## src/rtl/lcgr_pkg.sv

```systemverilog
// Shared types, constants and controller/datapath interface of the cost grid rasteriser.
package lcgr_pkg;

	localparam int GRID_W_DEF           = 128;
	localparam int GRID_H_DEF           = 128;
	localparam int MAX_RADIUS_CELLS_DEF = 8;
	localparam int EGO_CLEAR_CELLS_DEF  = 9;
	localparam int CLEAR_VAL_DEF        = 0;
	localparam int UNSEEN_VAL_DEF       = -1;

	localparam int CELL_W     = 8;   // stored cell width
	localparam int CW         = 20;  // signed cell coordinate width
	localparam int DXW        = 7;   // signed disk offset width (radius up to 63)
	localparam int RADW       = 6;   // disk radius width
	localparam int DIV_W      = 25;  // divider dividend / quotient width
	localparam int DVS_W      = 18;  // divider divisor width
	localparam int SQRT_STEPS = 16;
	localparam int ITER_W     = 5;
	localparam int CFG_IDX_W  = 3;
	localparam int CFG_DATA_W = 16;

	typedef enum logic [1:0] {
		KIND_FILL  = 2'd0,
		KIND_POINT = 2'd1,
		KIND_EGO   = 2'd2,
		KIND_READ  = 2'd3
	} kind_t;

	typedef enum logic [CFG_IDX_W-1:0] {
		REG_CELL_SIZE  = 3'd0,
		REG_ORIGIN_X   = 3'd1,
		REG_ORIGIN_Y   = 3'd2,
		REG_COST_NEAR  = 3'd3,
		REG_COST_FAR   = 3'd4,
		REG_MIN_COST   = 3'd5,
		REG_MAX_COST   = 3'd6,
		REG_OBST_RAD   = 3'd7
	} reg_idx_t;

	typedef enum logic [4:0] {
		ST_INIT_SWEEP,
		ST_IDLE,
		ST_DISPATCH,
		ST_FILL,
		ST_SQRT_INIT,
		ST_SQRT,
		ST_COST_A,
		ST_COST_B,
		ST_DIVC_INIT,
		ST_DIVC,
		ST_DIVC_END,
		ST_DIVX,
		ST_DIVX_END,
		ST_DIVY,
		ST_DIVY_END,
		ST_WALK_INIT,
		ST_WALK,
		ST_RMW,
		ST_DONE
	} state_t;

	typedef struct packed {
		logic latch;
		logic square;
		logic sqrt_init;
		logic sqrt_step;
		logic cost_a;
		logic cost_b;
		logic div_cost_init;
		logic div_x_init;
		logic div_y_init;
		logic div_step;
		logic div_cost_end;
		logic div_x_end;
		logic div_y_end;
		logic walk_init;
		logic walk_adv;
		logic mem_rd_cell;
		logic mem_wr_mark;
		logic mem_wr_clear;
		logic mem_rd_read;
		logic sweep_init;
		logic sweep_step;
		logic out_load;
	} cmd_t;

	typedef struct packed {
		kind_t kind;
		logic  iter_last;
		logic  sweep_last;
		logic  walk_last;
		logic  cell_hit;
		logic  out_busy;
	} status_t;

endpackage

```

## src/rtl/lcgr_ctrl.sv

```systemverilog
// Sequencing state machine of the cost grid rasteriser.
module lcgr_ctrl (
	input  logic             clk,
	input  logic             arst_n,
	input  logic             in_valid,
	output logic             in_ready,
	input  lcgr_pkg::status_t sts,
	output lcgr_pkg::cmd_t    cmd
);

	lcgr_pkg::state_t state_q, state_d;

	always_ff @(posedge clk or negedge arst_n) begin
		if (!arst_n) begin
			state_q <= lcgr_pkg::ST_INIT_SWEEP;
		end else begin
			state_q <= state_d;
		end
	end

	always_comb begin
		state_d  = state_q;
		cmd      = '0;
		in_ready = 1'b0;
		case (state_q)
			lcgr_pkg::ST_INIT_SWEEP: begin
				cmd.sweep_step = 1'b1;
				if (sts.sweep_last) state_d = lcgr_pkg::ST_IDLE;
			end
			lcgr_pkg::ST_IDLE: begin
				in_ready = 1'b1;
				if (in_valid) begin
					cmd.latch = 1'b1;
					state_d   = lcgr_pkg::ST_DISPATCH;
				end
			end
			lcgr_pkg::ST_DISPATCH: begin
				case (sts.kind)
					lcgr_pkg::KIND_FILL: begin
						cmd.sweep_init = 1'b1;
						state_d        = lcgr_pkg::ST_FILL;
					end
					lcgr_pkg::KIND_POINT: begin
						cmd.square = 1'b1;
						state_d    = lcgr_pkg::ST_SQRT_INIT;
					end
					lcgr_pkg::KIND_EGO: begin
						cmd.div_x_init = 1'b1;
						state_d        = lcgr_pkg::ST_DIVX;
					end
					default: begin
						cmd.mem_rd_read = 1'b1;
						state_d         = lcgr_pkg::ST_DONE;
					end
				endcase
			end
			lcgr_pkg::ST_FILL: begin
				cmd.sweep_step = 1'b1;
				if (sts.sweep_last) state_d = lcgr_pkg::ST_DONE;
			end
			lcgr_pkg::ST_SQRT_INIT: begin
				cmd.sqrt_init = 1'b1;
				state_d       = lcgr_pkg::ST_SQRT;
			end
			lcgr_pkg::ST_SQRT: begin
				cmd.sqrt_step = 1'b1;
				if (sts.iter_last) state_d = lcgr_pkg::ST_COST_A;
			end
			lcgr_pkg::ST_COST_A: begin
				cmd.cost_a = 1'b1;
				state_d    = lcgr_pkg::ST_COST_B;
			end
			lcgr_pkg::ST_COST_B: begin
				cmd.cost_b = 1'b1;
				state_d    = lcgr_pkg::ST_DIVC_INIT;
			end
			lcgr_pkg::ST_DIVC_INIT: begin
				cmd.div_cost_init = 1'b1;
				state_d           = lcgr_pkg::ST_DIVC;
			end
			lcgr_pkg::ST_DIVC: begin
				cmd.div_step = 1'b1;
				if (sts.iter_last) state_d = lcgr_pkg::ST_DIVC_END;
			end
			lcgr_pkg::ST_DIVC_END: begin
				cmd.div_cost_end = 1'b1;
				cmd.div_x_init   = 1'b1;
				state_d          = lcgr_pkg::ST_DIVX;
			end
			lcgr_pkg::ST_DIVX: begin
				cmd.div_step = 1'b1;
				if (sts.iter_last) state_d = lcgr_pkg::ST_DIVX_END;
			end
			lcgr_pkg::ST_DIVX_END: begin
				cmd.div_x_end  = 1'b1;
				cmd.div_y_init = 1'b1;
				state_d        = lcgr_pkg::ST_DIVY;
			end
			lcgr_pkg::ST_DIVY: begin
				cmd.div_step = 1'b1;
				if (sts.iter_last) state_d = lcgr_pkg::ST_DIVY_END;
			end
			lcgr_pkg::ST_DIVY_END: begin
				cmd.div_y_end = 1'b1;
				state_d       = lcgr_pkg::ST_WALK_INIT;
			end
			lcgr_pkg::ST_WALK_INIT: begin
				cmd.walk_init = 1'b1;
				state_d       = lcgr_pkg::ST_WALK;
			end
			lcgr_pkg::ST_WALK: begin
				if (sts.cell_hit && sts.kind == lcgr_pkg::KIND_POINT) begin
					cmd.mem_rd_cell = 1'b1;
					state_d         = lcgr_pkg::ST_RMW;
				end else begin
					cmd.mem_wr_clear = sts.cell_hit;
					cmd.walk_adv     = 1'b1;
					if (sts.walk_last) state_d = lcgr_pkg::ST_DONE;
				end
			end
			lcgr_pkg::ST_RMW: begin
				cmd.mem_wr_mark = 1'b1;
				cmd.walk_adv    = 1'b1;
				state_d = sts.walk_last ? lcgr_pkg::ST_DONE : lcgr_pkg::ST_WALK;
			end
			lcgr_pkg::ST_DONE: begin
				if (!sts.out_busy) begin
					cmd.out_load = 1'b1;
					state_d      = lcgr_pkg::ST_IDLE;
				end
			end
			default: state_d = lcgr_pkg::ST_IDLE;
		endcase
	end

endmodule

```

## config.mk

```make
export PLATFORM = sky130hd
export DESIGN_NAME = lcgr_ctrl
export DESIGN_NICKNAME = d
export VERILOG_FILES = /design/src/rtl/lcgr_pkg.sv /design/src/rtl/lcgr_ctrl.sv
export SDC_FILE = /design/constraint.sdc
export NUM_CORES = 1
export LEC_CHECK = 0
export ABC_AREA = 1
export BUFFER_PORTS_ARGS = -buffer_cell sky130_fd_sc_hd__buf_2
export CORE_MARGIN = 1.5
export CORE_UTILIZATION = 25
export CTS_CLUSTER_DIAMETER = 100
export DETAILED_ROUTE_END_ITERATION = 12
export SLEW_MARGIN = 5
export SYNTH_ARGS = -nofsm -noshare
export SYNTH_HDL_FRONTEND = slang
export SYNTH_SLANG_ARGS = --single-unit
```

## constraint.sdc

```tcl
create_clock -name clk -period 1.8 [get_ports clk]
set_input_delay 0.09 -clock clk [delete_from_list [all_inputs] [get_ports clk]]
set_output_delay 0.09 -clock clk [all_outputs]
set_load 0.01 [all_outputs]
```

==> results of run 1 <==
[power by group through the flow]
stage	sequential [mW]	clock, mW	combinational [mW]
after floorplan	0.230	0	0.763
after global placement	0.281	0	0.975
after detailed placement	0.279	0	0.960
after CTS	0.277	0.137	0.968
after global routing	0.289	0.146	1.08
final	0.283	0.134	0.961
[path summary, 6_finish.rpt]
path,to,slack (ns)
worst min-delay path,state_q[0]$_DFFE_PN0P_,0.19
worst max register to register,state_q[0]$_DFFE_PN0P_,0.25
worst min register to register,state_q[0]$_DFFE_PN0P_,0.69
worst max-delay path,cmd[14],0.08
min in group clk,state_q[3]$_DFFE_PN0P_,0.22
max in group asynchronous,state_q[3]$_DFFE_PN0P_,1.48
[kinds of logic after synthesis]
family,Yosys count,share of synthesized area [%]
and+or+nand+nor,89,56.3
buffers and inverters,34,19.3
AOI/OAI and AO/OA,10,7.81
DFF,5,16.6
[placed cells by master, fill, tap and decap left out]
cell type,Yosys,routed
inv_1,25,25
nor2_1,19,19
nand3_1,12,12
dlygate4sd3_1,0,1
nor2_2,5,5
buf_2,0,32
nor2_4,2,2
o21ai_2,1,1
dfrtp_1,5,5
inv_2,5,5
nand3_2,4,4
nand2_2,5,5
o21ai_0,7,7
nand2_1,38,38
clkinv_1,1,1
o21a_1,1,1
clkbuf_4,0,3
clkbuf_1,0,1
o211ai_1,1,1
nand4_1,4,4
[metal layers]
metal,routed length (µm),vias up,GRT usage (%)
met2,850,34,16.1
met3,138,2,3.79
met4,20,0,4.98
met5,0,-,0
li1,-,495,-
met1,1050,405,19.3
[metrics by stage]
stage          std cells  hold WS, ns  setup WS (ns)  cell area (µm²)
3_3_place_gp         198      -0.0855          0.219              923
6_report             203        0.189         0.0774              960
2_1_floorplan        138       -0.206          0.397              753
4_1_cts              203        0.192          0.107              960
5_1_grt              203        0.202         0.0146              960
3_5_place_dp         198      -0.0861          0.252              923
[area by class of cell]
type	count	share of cell area, %
clock buffer	4	2.74
inverter	31	12.1
multi-input combinational	99	50.3
sequential	5	13.0
tap	31	4.04
timing repair buffer	33	17.7
[timing repair]
item                      in CTS  in global routing
hold buffers                   1                  0
resized for setup              0                  0
hold endpoints to repair       5                  0
==> impl_metrics.ini, run 1 <==
[setup_path]
worstPathRequired_ns = 1.71
crit_top_cell = inv_2
path_depth = 7
slowest_stage = dfrtp_1
crit_path_max_incr_delay_ns = 0.53
rr_startpoint = state_q[4]$_DFFE_PN0P_
critical_path_class = flip-flop to output pin
start_kind = flip-flop
crit_start = state_q[1]$_DFFE_PN0P_
path_buf_inv = 3
end_kind = output pin
arrival_ns = 1.63
worst-path-max-fanout = 8
critical-path-top-delay-family = simple AND/OR/NAND/NOR gates
rr_worst_depth = 8
cp_cell_sequence = inv_2, nor2_4, nand3_2, inv_2, nand3_1, nand2_1, buf_2

[sta]
layout_min_cycle_time_ns = 1.72
hold_viol_final = 0
slew_headroom_pct = 77.9
period_share_pct = 95.7
maxSlewViolCount = 0
setup_viol = 0
fin_setup_tns_ns = 0
fin_skew_ns = 0.000580
tightest_slew_ns = 0.331
rsz0062_at_grt = false
fmax_mhz = 581

[logic_synthesis]
synth_top_area_share_pct = 18.9
syn-num-nets = 148
synthTopCellsByCount = nand2_1 (38), inv_1 (25), nor2_1 (19)
syn_avg_cell_area_um2 = 5.46
ys_types = 18
synth_area_um2 = 753
yosysMostFrequentCell = nand2_1
ys_seq_elements = 5
synth.area.top_cells = nand2_1 (19%), dfrtp_1 (17%), inv_1 (12%), nor2_1 (9.5%), nand3_1 (8.0%)
synth.yosys.seq_area_share_pct = 16.6
synthFlopType = dfrtp_1
synth-edff-count = 0
yosys_warnings = 0
synthCells = 138
async_reset_ff_share_pct = 100
synth_top_area_cell = nand2_1

[power_and_ir_drop]
p_clk_share_pct = 9.7
internal_power_mw = 0.585
powerDensity_nw_per_um2 = 1440
fin_total_pwr_mw = 1.38
vdd_drop_max_mv = 0.581
switching_power_mw = 0.792
comb_power_share_pct = 69.8
swShare_pct = 57.5
sequentialPowerShare_pct = 20.5
p_leak_nw = 0.700

[route]
drc = 6
wl_per_cell_um = 10.2
wl_um = 2060
ant_nets = 0
via_per_inst = 4.61
dr.first_iter.drc_count = 36
dr.pass1.iters = 8
vias = 936

[flow_run]
drv_cap = 0

[global_routing]
grt_max_degree = 10
gr-total-overflow = 0
grt_util_all_layers_pct = 12.6
grt_pass1_wl_um = 3280
antenna_found_initial = 0
first_global_vias = 754

[layout]
top_regs = state_q x5
top_register = state_q
regArea_um2 = 125
n_antenna_cell = 0
n_fill_cell = 324
drive_gt1_share_pct = 33.1
multi_input_area_um2 = 483
largest_reg_flops = 5
final_nets = 183
post-route-util_pct = 34.2
area_growth_pct = 27.4

[clocking]
clk_pin_slew_ns = 0.04
cts_setup_buffers = 0
cts_tree = yes
cts_buffers = 3
htreeDepth = 1
clock_latency_ns = 0.25
clock_tree.buffer_depth = 2
cts.sink_count = 5
cts-root-buf = clkbuf_4

[floorplan]
die_w_um = 57.9
rows = 19
die_h_um = 57.9
core_area_um2 = 2810
dieArea_um2 = 3350
ios = 33
start_util_pct = 26.9

[min_path]
hp-class = input pin to asynchronous set/reset pin

[run_status]
status = complete, but fails checks
violations = design-rule violations

[placement]
hpwl_um = 1730
port_buffers = 32
place_congestion = 0.906
No activity file was read; power rests on OpenSTA's default activity.
==> inputs of run 2 (changes only) <==
--- a/config.mk
+++ b/config.mk
@@ -7,8 +7,9 @@
 export LEC_CHECK = 0
 export ABC_AREA = 1
 export BUFFER_PORTS_ARGS = -buffer_cell sky130_fd_sc_hd__buf_2
-export CORE_MARGIN = 1.5
+export CORE_MARGIN = 2
 export CORE_UTILIZATION = 25
+export CTS_BUF_LIST = sky130_fd_sc_hd__clkbuf_2 sky130_fd_sc_hd__clkbuf_4 sky130_fd_sc_hd__clkbuf_8
 export CTS_CLUSTER_DIAMETER = 100
 export DETAILED_ROUTE_END_ITERATION = 12
 export SLEW_MARGIN = 5
==> constraint.sdc (replaced) <==
create_clock -name clk -period 1.5 [get_ports clk]
set_input_delay 0.075 -clock clk [delete_from_list [all_inputs] [get_ports clk]]
set_output_delay 0.075 -clock clk [all_outputs]
set_load 0.01 [all_outputs]
==> impl_metrics.ini, run 2 (same netlist as run 1, synthesis figures left out) <==
[floorplan]
dieArea_um2 = 3470
start_util_pct = 26.9
die_h_um = 58.9
rows = 19
ios = 33
die_w_um = 58.9
core_area_um2 = 2810

[sta]
worst_slack_ns = 0.0308
hold_viol_final = 0
layout_min_cycle_time_ns = 1.47
period_share_pct = 97.9
fmax_mhz = 681
tightest_slew_ns = 0.247
rsz0062_at_grt = true
slew_headroom_pct = 83.4
maxSlewViolCount = 0
fin_skew_ns = 0.00619
setup_viol = 0

[layout]
n_fill_cell = 325
regArea_um2 = 131
multi_input_area_um2 = 526
final_common_cell = nand2_1
final_cell_mix = nand2_1 (38), buf_2 (32), inv_1 (24), nor2_1 (16), buf_4 (14)
largest_reg_flops = 5
drive_gt1_share_pct = 46.0
n_antenna_cell = 0
top_regs = state_q x5
final_nets = 198
top_register = state_q
area_growth_pct = 50.2

[route]
vias = 960
dr.pass1.iters = 8
dr.first_iter.drc_count = 23
wl_per_cell_um = 10.0
ant_nets = 0
drc = 2
via_per_inst = 4.40
wl_um = 2190

[setup_path]
worstPathRequired_ns = 1.42
end_kind = output pin
rrSetupSlack_ns = 0.04
start_kind = flip-flop
rr_startpoint = state_q[3]$_DFFE_PN0P_
reg2reg_to = state_q[0]$_DFFE_PN0P_
arrival_ns = 1.39
critical_path_class = flip-flop to output pin
rr_worst_depth = 9
worst-path-max-fanout = 7

[placement]
hpwl_um = 1800
place_ws_ns = 0.0143
port_buffers = 32
place_congestion = 0.848

[flow_run]
drv_cap = 0

[clocking]
clk_pin_slew_ns = 0.04
clock_tree.buffer_depth = 2
htreeDepth = 1
clock_latency_ns = 0.24
cts-root-buf = clkbuf_4
cts_tree = yes
cts.sink_count = 5
cts_buffers = 3

[power_and_ir_drop]
switching_power_mw = 1.06
internal_power_mw = 0.946
sequentialPowerShare_pct = 16.6
comb_power_share_pct = 74.9
p_leak_nw = 0.774
powerDensity_nw_per_um2 = 1770
swShare_pct = 52.8
p_clk_share_pct = 8.5
fin_total_pwr_mw = 2.00
vdd_drop_max_mv = 0.675

[global_routing]
antenna_found_initial = 0
grt_util_all_layers_pct = 12.8
grt_pass1_wl_um = 3520
grt_max_degree = 8
first_global_vias = 797
gr-total-overflow = 0

[run_status]
status = complete, but fails checks
violations = design-rule violations

[min_path]
hp-class = input pin to asynchronous set/reset pin
==> run 2: cell count changes in the layout (fill, tap and decap cells not counted), sizes merged <==
cell and delta:
buf +15
==> run 2: through the flow <==
step / area, µm² / TNS, ns / util [%] / hold slack, ns / std cells
2_1_floorplan: 753 / 0 / - / -0.221 / 138
3_3_place_gp: 961 / 0 / 34.3 / -0.104 / 203
3_5_place_dp: 961 / 0 / 34.3 / -0.109 / 203
4_1_cts: 1060 / 0 / 37.6 / 0.181 / 213
5_1_grt: 1130 / -0.583 / 40.3 / 0.196 / 218
6_report: 1130 / 0 / 40.3 / 0.174 / 218
==> run 2: area by class of cell <==
type	instances	share of cell area, %
Inverter	31	10.5
Tap cell	31	3.43
Sequential cell	5	11.6
Timing Repair Buffer	48	25.3
Multi-Input combinational cell	99	46.5
Clock buffer	4	2.65
==> run 2: repair_timing <==
action / in CTS / in global routing
endpoints found under the setup margin: 10 / 16
hold buffers: 1 / 0
gates cloned: 0 / 0
resized for setup: 8 / 12
endpoints found under the hold margin: 5 / 0
setup buffers: 5 / 5
pin swaps: 2 / 4
==> run 2: how the worst max path moves through the flow <==
stage                                         to  slack [ns]              startpoint
after floorplan           state_q[0]$_DFFE_PN0P_         0.1  state_q[4]$_DFFE_PN0P_
after global placement    state_q[0]$_DFFE_PN0P_       0.002  state_q[2]$_DFFE_PN0P_
after detailed placement  state_q[0]$_DFFE_PN0P_        0.01  state_q[2]$_DFFE_PN0P_
after CTS                                 cmd[6]       0.003  state_q[0]$_DFFE_PN0P_
after global routing      state_q[0]$_DFFE_PN0P_       -0.08  state_q[3]$_DFFE_PN0P_
final                                    cmd[14]        0.03  state_q[3]$_DFFE_PN0P_
==> run 2: power groups by stage <==
stage / Combinational (mW) / Clock [mW] / Sequential [mW]
detailed placement: 1.22 / 0 / 0.326
finish: 1.50 / 0.170 / 0.333
floorplan: 0.915 / 0 / 0.276
global route: 1.67 / 0.186 / 0.344
CTS: 1.35 / 0.177 / 0.327
global placement: 1.23 / 0 / 0.320
==> run 2: critical path: stages, from the launching register on <==
cell and delay, ns:
dfrtp_2 0.43, nor2_4 0.24, nand3_2 0.11, inv_2 0.11, nand3_2 0.08, nand2_1 0.06, buf_2 0.12
==> run 2: metal layers <==
metal  vias up  track usage, %  share of wire (%)
met5         -               0                  0
met4         0           0.974                  0
met3         0            2.64                5.5
met2        30            19.4                 43
met1       410            19.4                 51
li1        520               -                  -
